<file path="src/rtl/mmls_pkg.sv">
`timescale 1ns / 1ps
`default_nettype none

package mmls_pkg;

   localparam int MAX_SIDE = 64;
   localparam int SIDE_W   = 7;
   localparam int POS_W    = $clog2(MAX_SIDE);
   localparam int ELEM_W   = 16;
   localparam int ACC_W    = 22;
   localparam int RES_W    = 21;

   localparam logic [SIDE_W-1:0] SIDE_RESET = SIDE_W'(4);

   typedef logic signed [ELEM_W-1:0] elem_type;
   typedef logic signed [ACC_W-1:0]  acc_type;
   typedef logic [RES_W-1:0]         result_type;
   typedef logic [SIDE_W-1:0]        side_type;
   typedef logic [POS_W-1:0]         pos_idx_type;

   typedef struct packed {
      logic        first_row;
      logic        last_row;
      logic        last_col;
      logic        on_main;
      logic        on_anti;
      pos_idx_type column;
   } pos_type;

endpackage

`default_nettype wire

</file>
<file path="src/rtl/mmls_if.sv">
`timescale 1ns / 1ps
`default_nettype none

interface mmls_req_if import mmls_pkg::*; ();
   logic     valid;
   logic     ready;
   elem_type element_value;

   modport source (output valid, output element_value, input ready);
   modport sink   (input valid, input element_value, output ready);
endinterface

interface mmls_rsp_if import mmls_pkg::*; ();
   logic       valid;
   logic       ready;
   result_type max_line_sum;

   modport source (output valid, output max_line_sum, input ready);
   modport sink   (input valid, input max_line_sum, output ready);
endinterface

interface mmls_csr_if import mmls_pkg::*; ();
   logic     valid;
   logic     ready;
   side_type side_length;

   modport source (output valid, output side_length, input ready);
   modport sink   (input valid, input side_length, output ready);
endinterface

`default_nettype wire

</file>
<file path="src/rtl/mmls_seq.sv">
`timescale 1ns / 1ps
`default_nettype none

module mmls_seq import mmls_pkg::*; (
   input  logic     clock,
   input  logic     reset,
   input  logic     csr_write,
   input  side_type csr_side,
   input  logic     advance,
   output pos_type  pos
);

   side_type    side_ff, side_in;
   pos_idx_type row_ff, row_in;
   pos_idx_type col_ff, col_in;
   side_type    side_eff;
   pos_idx_type last_idx;

   always_comb begin
      if (side_ff == '0) begin
         side_eff = SIDE_W'(1);
      end else if (side_ff > SIDE_W'(MAX_SIDE)) begin
         side_eff = SIDE_W'(MAX_SIDE);
      end else begin
         side_eff = side_ff;
      end
      last_idx = POS_W'(side_eff - SIDE_W'(1));
   end

   always_comb begin
      pos.first_row = (row_ff == '0);
      pos.last_row  = (row_ff == last_idx);
      pos.last_col  = (col_ff == last_idx);
      pos.on_main   = (row_ff == col_ff);
      pos.on_anti   = ((POS_W+1)'(row_ff) + (POS_W+1)'(col_ff)) == (POS_W+1)'(last_idx);
      pos.column    = col_ff;
   end

   always_comb begin
      side_in = side_ff;
      row_in  = row_ff;
      col_in  = col_ff;
      if (csr_write) begin
         side_in = csr_side;
         row_in  = '0;
         col_in  = '0;
      end else if (advance) begin
         if (pos.last_col) begin
            col_in = '0;
            row_in = pos.last_row ? '0 : row_ff + POS_W'(1);
         end else begin
            col_in = col_ff + POS_W'(1);
         end
      end
   end

   always_ff @(posedge clock) begin
      if (reset) begin
         side_ff <= SIDE_RESET;
         row_ff  <= '0;
         col_ff  <= '0;
      end else begin
         side_ff <= side_in;
         row_ff  <= row_in;
         col_ff  <= col_in;
      end
   end

   a_pos_in_range: assert property (@(posedge clock) disable iff (reset)
      (row_ff <= last_idx) && (col_ff <= last_idx))
      else $error("position beyond side length");

   a_wrap_after_last: assert property (@(posedge clock) disable iff (reset)
      (advance && pos.last_row && pos.last_col) |=> (row_ff == '0) && (col_ff == '0))
      else $error("position did not wrap after last element");

endmodule

`default_nettype wire

</file>
<file path="src/rtl/mmls_accum.sv">
`timescale 1ns / 1ps
`default_nettype none

module mmls_accum import mmls_pkg::*; (
   input  logic        clock,
   input  logic        reset,
   input  logic        clear,
   input  logic        rd_en,
   input  pos_idx_type rd_addr,
   input  logic        fire,
   input  elem_type    element,
   input  pos_type     pos,
   output result_type  result
);

   acc_type    col_mem [MAX_SIDE];
   acc_type    col_rd_ff;

   acc_type    row_acc_ff, row_acc_in;
   acc_type    main_ff, main_in;
   acc_type    anti_ff, anti_in;
   result_type best_row_ff, best_row_in;
   result_type best_col_ff, best_col_in;

   acc_type    value;
   acc_type    col_sum;
   acc_type    row_sum;
   acc_type    main_sum;
   acc_type    anti_sum;
   result_type best_row_new;
   result_type best_col_new;
   acc_type    best;

   always_ff @(posedge clock) begin
      if (rd_en) begin
         col_rd_ff <= col_mem[rd_addr];
      end
      if (fire) begin
         col_mem[pos.column] <= col_sum;
      end
   end

   always_comb begin
      value    = acc_type'(element);
      col_sum  = pos.first_row ? value : col_rd_ff + value;
      row_sum  = row_acc_ff + value;
      main_sum = pos.on_main ? main_ff + value : main_ff;
      anti_sum = pos.on_anti ? anti_ff + value : anti_ff;

      best_row_new = best_row_ff;
      if (pos.last_col && (row_sum > $signed({1'b0, best_row_ff}))) begin
         best_row_new = row_sum[RES_W-1:0];
      end
      best_col_new = best_col_ff;
      if (pos.last_row && (col_sum > $signed({1'b0, best_col_ff}))) begin
         best_col_new = col_sum[RES_W-1:0];
      end

      best = $signed({1'b0, best_row_new});
      if ($signed({1'b0, best_col_new}) > best) begin
         best = $signed({1'b0, best_col_new});
      end
      if (main_sum > best) begin
         best = main_sum;
      end
      if (anti_sum > best) begin
         best = anti_sum;
      end
      result = best[RES_W-1:0];
   end

   always_comb begin
      row_acc_in  = row_acc_ff;
      main_in     = main_ff;
      anti_in     = anti_ff;
      best_row_in = best_row_ff;
      best_col_in = best_col_ff;
      if (clear || (fire && pos.last_row && pos.last_col)) begin
         row_acc_in  = '0;
         main_in     = '0;
         anti_in     = '0;
         best_row_in = '0;
         best_col_in = '0;
      end else if (fire) begin
         row_acc_in  = pos.last_col ? '0 : row_sum;
         main_in     = main_sum;
         anti_in     = anti_sum;
         best_row_in = best_row_new;
         best_col_in = best_col_new;
      end
   end

   always_ff @(posedge clock) begin
      if (reset) begin
         row_acc_ff  <= '0;
         main_ff     <= '0;
         anti_ff     <= '0;
         best_row_ff <= '0;
         best_col_ff <= '0;
      end else begin
         row_acc_ff  <= row_acc_in;
         main_ff     <= main_in;
         anti_ff     <= anti_in;
         best_row_ff <= best_row_in;
         best_col_ff <= best_col_in;
      end
   end

endmodule

`default_nettype wire

</file>
<file path="src/rtl/matrix_max_line_sum_unit.sv">
`timescale 1ns / 1ps
`default_nettype none

// Streams the elements of a square matrix in row-major order, one transaction per element,
// with the side length (1 to 64; 0 reads as 1, larger values as 64) written on the csr
// channel, which also restarts the matrix in progress. On the last element one rsp
// transaction carries the largest of the best row sum, best column sum and both diagonal
// sums, floored at zero; all other elements give none. One element per clock is sustained
// unless rsp stalls: each element passes an input register, then adders and compares into
// the running sums and output register. Column sums live in a 64-entry memory read as the
// element enters the input register and written as it leaves. No clearing pass is needed.

module matrix_max_line_sum_unit import mmls_pkg::*; (
   input  logic       clock,
   input  logic       reset,
   mmls_req_if.sink   req_chan,
   mmls_rsp_if.source rsp_chan,
   mmls_csr_if.sink   csr_chan
);

   logic       accept;
   logic       fire;
   logic       s0_last;
   logic       csr_write;
   pos_type    pos;
   result_type result;

   logic       s0_valid_ff, s0_valid_in;
   elem_type   s0_elem_ff;
   pos_type    s0_pos_ff;
   logic       rsp_valid_ff, rsp_valid_in;
   result_type rsp_data_ff;

   assign csr_chan.ready = 1'b1;
   assign csr_write      = csr_chan.valid;

   assign s0_last        = s0_pos_ff.last_row && s0_pos_ff.last_col;
   assign fire           = s0_valid_ff && (!s0_last || !rsp_valid_ff || rsp_chan.ready);
   assign req_chan.ready = !s0_valid_ff || fire;
   assign accept         = req_chan.valid && req_chan.ready;

   mmls_seq u_seq (
      .clock     (clock),
      .reset     (reset),
      .csr_write (csr_write),
      .csr_side  (csr_chan.side_length),
      .advance   (accept),
      .pos       (pos)
   );

   mmls_accum u_accum (
      .clock   (clock),
      .reset   (reset),
      .clear   (csr_write),
      .rd_en   (accept),
      .rd_addr (pos.column),
      .fire    (fire),
      .element (s0_elem_ff),
      .pos     (s0_pos_ff),
      .result  (result)
   );

   always_comb begin
      s0_valid_in = s0_valid_ff;
      if (accept) begin
         s0_valid_in = 1'b1;
      end else if (fire) begin
         s0_valid_in = 1'b0;
      end
      rsp_valid_in = rsp_valid_ff;
      if (fire && s0_last) begin
         rsp_valid_in = 1'b1;
      end else if (rsp_chan.ready) begin
         rsp_valid_in = 1'b0;
      end
   end

   always_ff @(posedge clock) begin
      if (reset) begin
         s0_valid_ff  <= 1'b0;
         rsp_valid_ff <= 1'b0;
      end else begin
         s0_valid_ff  <= s0_valid_in;
         rsp_valid_ff <= rsp_valid_in;
      end
   end

   always_ff @(posedge clock) begin
      if (accept) begin
         s0_elem_ff <= req_chan.element_value;
         s0_pos_ff  <= pos;
      end
      if (fire && s0_last) begin
         rsp_data_ff <= result;
      end
   end

   assign rsp_chan.valid        = rsp_valid_ff;
   assign rsp_chan.max_line_sum = rsp_data_ff;

   a_result_after_last: assert property (@(posedge clock) disable iff (reset)
      (fire && s0_last) |=> rsp_valid_ff)
      else $error("last element did not produce a result");

   a_result_source: assert property (@(posedge clock) disable iff (reset)
      $rose(rsp_valid_ff) |-> $past(fire && s0_last))
      else $error("result raised without a last element");

endmodule

`default_nettype wire

</file>
<file path="src/flat_wrapper.sv">
// flat-port wrapper written by rule: the top's interface ports become plain ports
module matrix_max_line_sum_unit_flat import mmls_pkg::*;
  (clock, reset, req_chan_valid, req_chan_element_value, req_chan_ready, rsp_chan_valid, rsp_chan_max_line_sum, rsp_chan_ready, csr_chan_valid, csr_chan_side_length, csr_chan_ready);
  mmls_req_if req_chan_i ();
  mmls_rsp_if rsp_chan_i ();
  mmls_csr_if csr_chan_i ();
  input  logic clock;
  input  logic reset;
  input wire logic [$bits(req_chan_i.valid)-1:0] req_chan_valid;
  input wire logic [$bits(req_chan_i.element_value)-1:0] req_chan_element_value;
  output wire logic [$bits(req_chan_i.ready)-1:0] req_chan_ready;
  output wire logic [$bits(rsp_chan_i.valid)-1:0] rsp_chan_valid;
  output wire logic [$bits(rsp_chan_i.max_line_sum)-1:0] rsp_chan_max_line_sum;
  input wire logic [$bits(rsp_chan_i.ready)-1:0] rsp_chan_ready;
  input wire logic [$bits(csr_chan_i.valid)-1:0] csr_chan_valid;
  input wire logic [$bits(csr_chan_i.side_length)-1:0] csr_chan_side_length;
  output wire logic [$bits(csr_chan_i.ready)-1:0] csr_chan_ready;
  assign req_chan_i.valid = req_chan_valid;
  assign req_chan_i.element_value = req_chan_element_value;
  assign req_chan_ready = req_chan_i.ready;
  assign rsp_chan_valid = rsp_chan_i.valid;
  assign rsp_chan_max_line_sum = rsp_chan_i.max_line_sum;
  assign rsp_chan_i.ready = rsp_chan_ready;
  assign csr_chan_i.valid = csr_chan_valid;
  assign csr_chan_i.side_length = csr_chan_side_length;
  assign csr_chan_ready = csr_chan_i.ready;
  matrix_max_line_sum_unit u_core (.clock(clock), .reset(reset), .req_chan(req_chan_i), .rsp_chan(rsp_chan_i), .csr_chan(csr_chan_i));
endmodule
</file>
<file path="config.mk">
export PLATFORM = sky130hd
export DESIGN_NAME = matrix_max_line_sum_unit_flat
export DESIGN_NICKNAME = d
export VERILOG_FILES = /design/src/rtl/mmls_pkg.sv /design/src/rtl/mmls_if.sv /design/src/rtl/mmls_seq.sv /design/src/rtl/mmls_accum.sv /design/src/rtl/matrix_max_line_sum_unit.sv /design/src/flat_wrapper.sv
export SDC_FILE = /design/constraint.sdc
export NUM_CORES = 2
export LEC_CHECK = 0
export BUFFER_PORTS_ARGS = -buffer_cell sky130_fd_sc_hd__buf_2
export CAP_MARGIN = 20
export CORE_UTILIZATION = 31
export DETAILED_ROUTE_END_ITERATION = 7
export PLACE_DENSITY = 0.44
export SYNTH_ARGS = -nofsm -noshare
export SYNTH_HDL_FRONTEND = slang
export SYNTH_SLANG_ARGS = --single-unit
</file>
<file path="constraint.sdc">
create_clock -name clock -period 22.6 [get_ports clock]
set_input_delay 4.52 -clock clock [delete_from_list [all_inputs] [get_ports clock]]
set_output_delay 4.52 -clock clock [all_outputs]
set_load 0.01 [all_outputs]
</file>
==> results <==
- The flow ran to the end, and the final reports show no timing, DRC or antenna violations.
- Along the worst path, the maximum fanout reaches 47.
- The count of pins over their slew limit is 0.
- TritonCTS built the clock tree.
- Clock-pin slew was measured on the worst setup and hold paths at 0.06 ns.
- The shortest clock period the worst path allows after layout is approximately 13 ns.
- The signed area change from the synthesized netlist to the final layout is 15.2%.
- The clock share of power is 0.414.
- The total area inside the core boundary comes to 223000 um2.
- From left edge to right edge, the die measures 477 um.
- Setup repair after global routing left no endpoint under its margin.
- The leading register cell type out of synthesis is edfxtp_1.
- The number of hold-repair buffers added at the cts stage is 0.
- Of the total synthesized cell area, the portion taken by full adders, half adders and majority gates is 0.0373.
- Buffers inserted during clock tree synthesis total around 180.
- The multiplexer share of the synthesized area is 0.160.
- Before antenna repair, the detailed router went through 5 iterations.
- The switching power as a share of total power is 0.249.
- The xor-xnor portion of the synthesized cell area is 0.0113.
- The worst vdd rail ir drop is 0.0637 mV.
- In this run the worst hold path is classified as reg2reg.
- STA puts the critical path data required time at 23.12 ns.
- The final hold violation count is 0.
- The post-CTS repair timing setup buffer count is 0.
- Of the synthesized area, sequential elements account for 0.673.
- Entering global routing, the biggest net connects between 100 and 150 pins.
- The number of warnings reported in the yosys synthesis log is 0.
- The net count of the finished layout is 4370.
- The number of synthesized flops with an enable pin is 1478.
- On the critical path, the stage with the largest delay is an instance of mux2_2.
- The endpoint kind of the worst setup timing path is a flip-flop.
- The maximum frequency from static timing analysis is 74.3 MHz.
- The initial standard-cell utilization of the core is 0.313.
- Once detail routing completed, the nets flagged for antenna violations numbered 0.
- Power spread over the standard cell area amounts to 85.3 nW/um2.
- Data on the critical path arrives at its endpoint at between 10 and 15 ns.
- The synthesized area is 69800 um2.
- Leaving out fill and tap cells, the most frequent cell in the layout is edfxtp_1.
- In this run the deepest clock path goes through 3 buffers.
- For the pin with the worst max-slew slack, the measured transition is 1.15 ns.
- Using the TritonRoute via totals, the vias-per-cell ratio works out to 5.18.
- In this run the tool buffered the top-level ports with 50 buffer cells.
- The synthesized-area fraction occupied by ao, oa, aoi and oai cells is 0.0545.
- Summed over all nets, the half-perimeter wirelength after detailed placement is 120000 um.
- The via count of the first global-routing pass is approximately 38000.
- The combinational family with the most area after synthesis is multiplexers.
- In this run the tightest slew margin relative to its limit is 0.228.
- For this block, the routed nets add up to just over 200000 um of wire.
- The instance count of the mapped netlist is 3995.
- The number of vias after detailed routing is 37600.
- For this design the static power due to leakage is 25.6 nW.
- Counting stages on the worst path, the most repeated cell is ha_1.
- STA classifies the critical path startpoint as a flip-flop.
- Of the total synthesized cell area, the portion taken by AND, OR, NAND and NOR gates is 0.0468.
- The placer's final routability congestion estimate is 0.851.
- In this run the count of I/O pins placed on the die edge is 52.
- Across every metal layer, demand over resource in global routing totals 0.179.
- The count of instances resized after the clock tree is built is 0.
- The first global-routing pass estimated 291000 um of wire.
- The clock arrives with 0.0548 ns of skew.
- The area enclosed by the die boundary is 227000 um2.
- The total net switching power is 1.71 mW.
- In the layout the commonest cells are 1478 x edfxtp_1, 462 x mux4_2, 222 x nor2_1.
- The remaining global-route overflow is 0.
- The number of DRC markers after the initial detailed-route iteration is 3314.
- The sequential group share of total power is 0.483.
- The root buffer cell is clkbuf_16.
- The count of unique library cells instantiated by Yosys is 90.
- The setup violation total in the final timing report is 0.
- Dividing the final minimum period by the clock period gives 0.595.
- The share of power burned in combinational logic is 0.103.
- The critical path is of the reg2reg type.
- The synthesized area per cell is between 15 and 20 um2.
- After detailed routing, the number of remaining DRC violations is 0.
- At the later pin of the worst-skew pair, clock insertion delay measures 0.82 ns.
- The deepest level of the CTS H-tree is 4.
- The die is 477 um tall.
- The register bit total from synthesis is 1607.
- Of the cells placed in the final design, the portion with a size suffix greater than 1 is 0.240.
- The floorplan has between 150 and 200 rows.
- The internal portion of the total power is between 5 and 6 mW.
- Max-cap violations in this run came to 0.
- The share of synthesized flip-flops with an asynchronous set or reset is 0.
- The share of the core filled with cells in the final layout is 0.361.
- The initial antenna violation count is 12.
- The clock sink count is about 1600.
- The peak per-stage delay on the critical path is 0.77 ns.
- The average wire per cell in the routed design is 28.1 um.
- In the final timing run, aggregate negative setup slack is 0 ns.
## synthesized netlist by cell type (22+ instances only)
master | n | area [um2]
a211oi_1 | 66 | 495
a21o_1 | 64 | 480
a21oi_1 | 157 | 786
a22oi_1 | 22 | 165
a31oi_1 | 24 | 150
buf_1 | 55 | 206
clkbuf_1 | 122 | 458
dfxtp_1 | 129 | 2580
edfxtp_1 | 1478 | 44400
ha_1 | 200 | 2500
inv_1 | 111 | 417
mux2_2 | 28 | 315
mux2i_1 | 32 | 320
mux4_2 | 462 | 10400
nand2_1 | 125 | 469
nand3_1 | 35 | 175
nand4_1 | 36 | 225
nor2_1 | 288 | 1080
nor3_1 | 65 | 325
o21ai_0 | 88 | 440
xnor2_1 | 54 | 473
xor2_1 | 36 | 315
## metrics by stage
| stage | hold WS, ns | area (um2) | instances | power [mW] | setup slack [ns] |
|---|---|---|---|---|---|
| 6_report | 0.457 | 80400 | 7268 | 6.86 | 9.14 |
| 3_5_place_dp | 0.450 | 74500 | 6924 | 4.08 | 9.28 |
| 4_1_cts | 0.457 | 80200 | 7250 | 6.93 | 9.19 |
| 2_1_floorplan | 0.432 | 69800 | 3996 | 3.84 | 8.91 |
| 3_3_place_gp | 0.443 | 74400 | 6920 | 4.08 | 9.54 |
| 5_1_grt | 0.474 | 80400 | 7261 | 7.11 | 7.90 |
## critical path: cells and delay by family (launching register included)
family / cells / cell delay [ns]
adder cells (fa/ha/maj): 6 / 1.92
buffers and inverters: 2 / 0.71
flip-flops: 1 / 0.47
multiplexers: 2 / 1.17
AND/OR/NAND/NOR: 11 / 3.50
AO/OA/AOI/OAI: 23 / 5.16
XOR/XNOR: 1 / 0.23
## kinds of logic (layout without fill, tap and decap cells)
| kind of cell | Yosys count | in the layout |
|---|---|---|
| buffers and inverters | 304 | 592 |
| xor gates and xnor gates | 90 | 90 |
| adders and majority gates | 205 | 205 |
| muxes | 529 | 529 |
| AOI/OAI and AO/OA | 576 | 576 |
| and+or+nand+nor | 683 | 683 |
| DFF | 1607 | 1607 |
| other | 1 | 11 |
## power groups by stage
stage	combinational (mW)	sequential, mW	clock [mW]
floorplan	0.467	3.37	0
CTS	0.712	3.31	2.91
detailed placement	0.708	3.37	0
global placement	0.709	3.37	0
finish	0.706	3.31	2.84
global route	0.771	3.31	3.03
## metal layers
metal  share of wire  up-vias  global-route usage
li1                -    16600                   -
met1            0.46    20000               0.250
met2            0.48      816               0.292
met3           0.041      230              0.0253
met4           0.023        0              0.0448
met5               0        -                   0
## sequential cells by signal, summed over array words and instances, names as in the netlist, 6 cells and up
signal and count:
u_core.u_accum.main_ff 22, u_core.u_accum.best_row_ff 21, u_core.u_seq.col_ff 6, u_core.u_accum.best_col_ff 21, u_core.s0_pos_ff 11, u_core.rsp_chan.max_line_sum 21, u_core.u_seq.side_ff 7, u_core.u_accum.col_mem 1408
u_core.u_accum.row_acc_ff 22, u_core.u_seq.row_ff 6, u_core.s0_elem_ff 16, u_core.u_accum.anti_ff 22, u_core.u_accum.col_rd_ff 22
## final timing paths
kind,cells after the start,end,slack (ns),start
min,2,u_core.u_accum.row_acc_ff[0]$_SDFFE_PP0P_,0.46,u_core.u_accum.row_acc_ff[0]$_SDFFE_PP0P_
min reg2reg,2,u_core.u_accum.row_acc_ff[0]$_SDFFE_PP0P_,0.46,u_core.u_accum.row_acc_ff[0]$_SDFFE_PP0P_
max reg2reg,45,u_core.rsp_chan.max_line_sum[8]$_DFFE_PP_,9.14,u_core.s0_elem_ff[0]$_DFFE_PP_
max,45,u_core.rsp_chan.max_line_sum[8]$_DFFE_PP_,9.14,u_core.s0_elem_ff[0]$_DFFE_PP_
## cell type report
type / instances / area [um2]
fill: 20900 / 143000
sequential: 1607 / 47000
multi-input combinational: 2085 / 22300
clock buffer: 222 / 4660
tap: 2975 / 3720
timing repair buffer: 154 / 1270
clock inverter: 104 / 1030
inverter: 112 / 420
antenna: 9 / 22.5
Note: power is estimated with default switching activity, not from simulation.
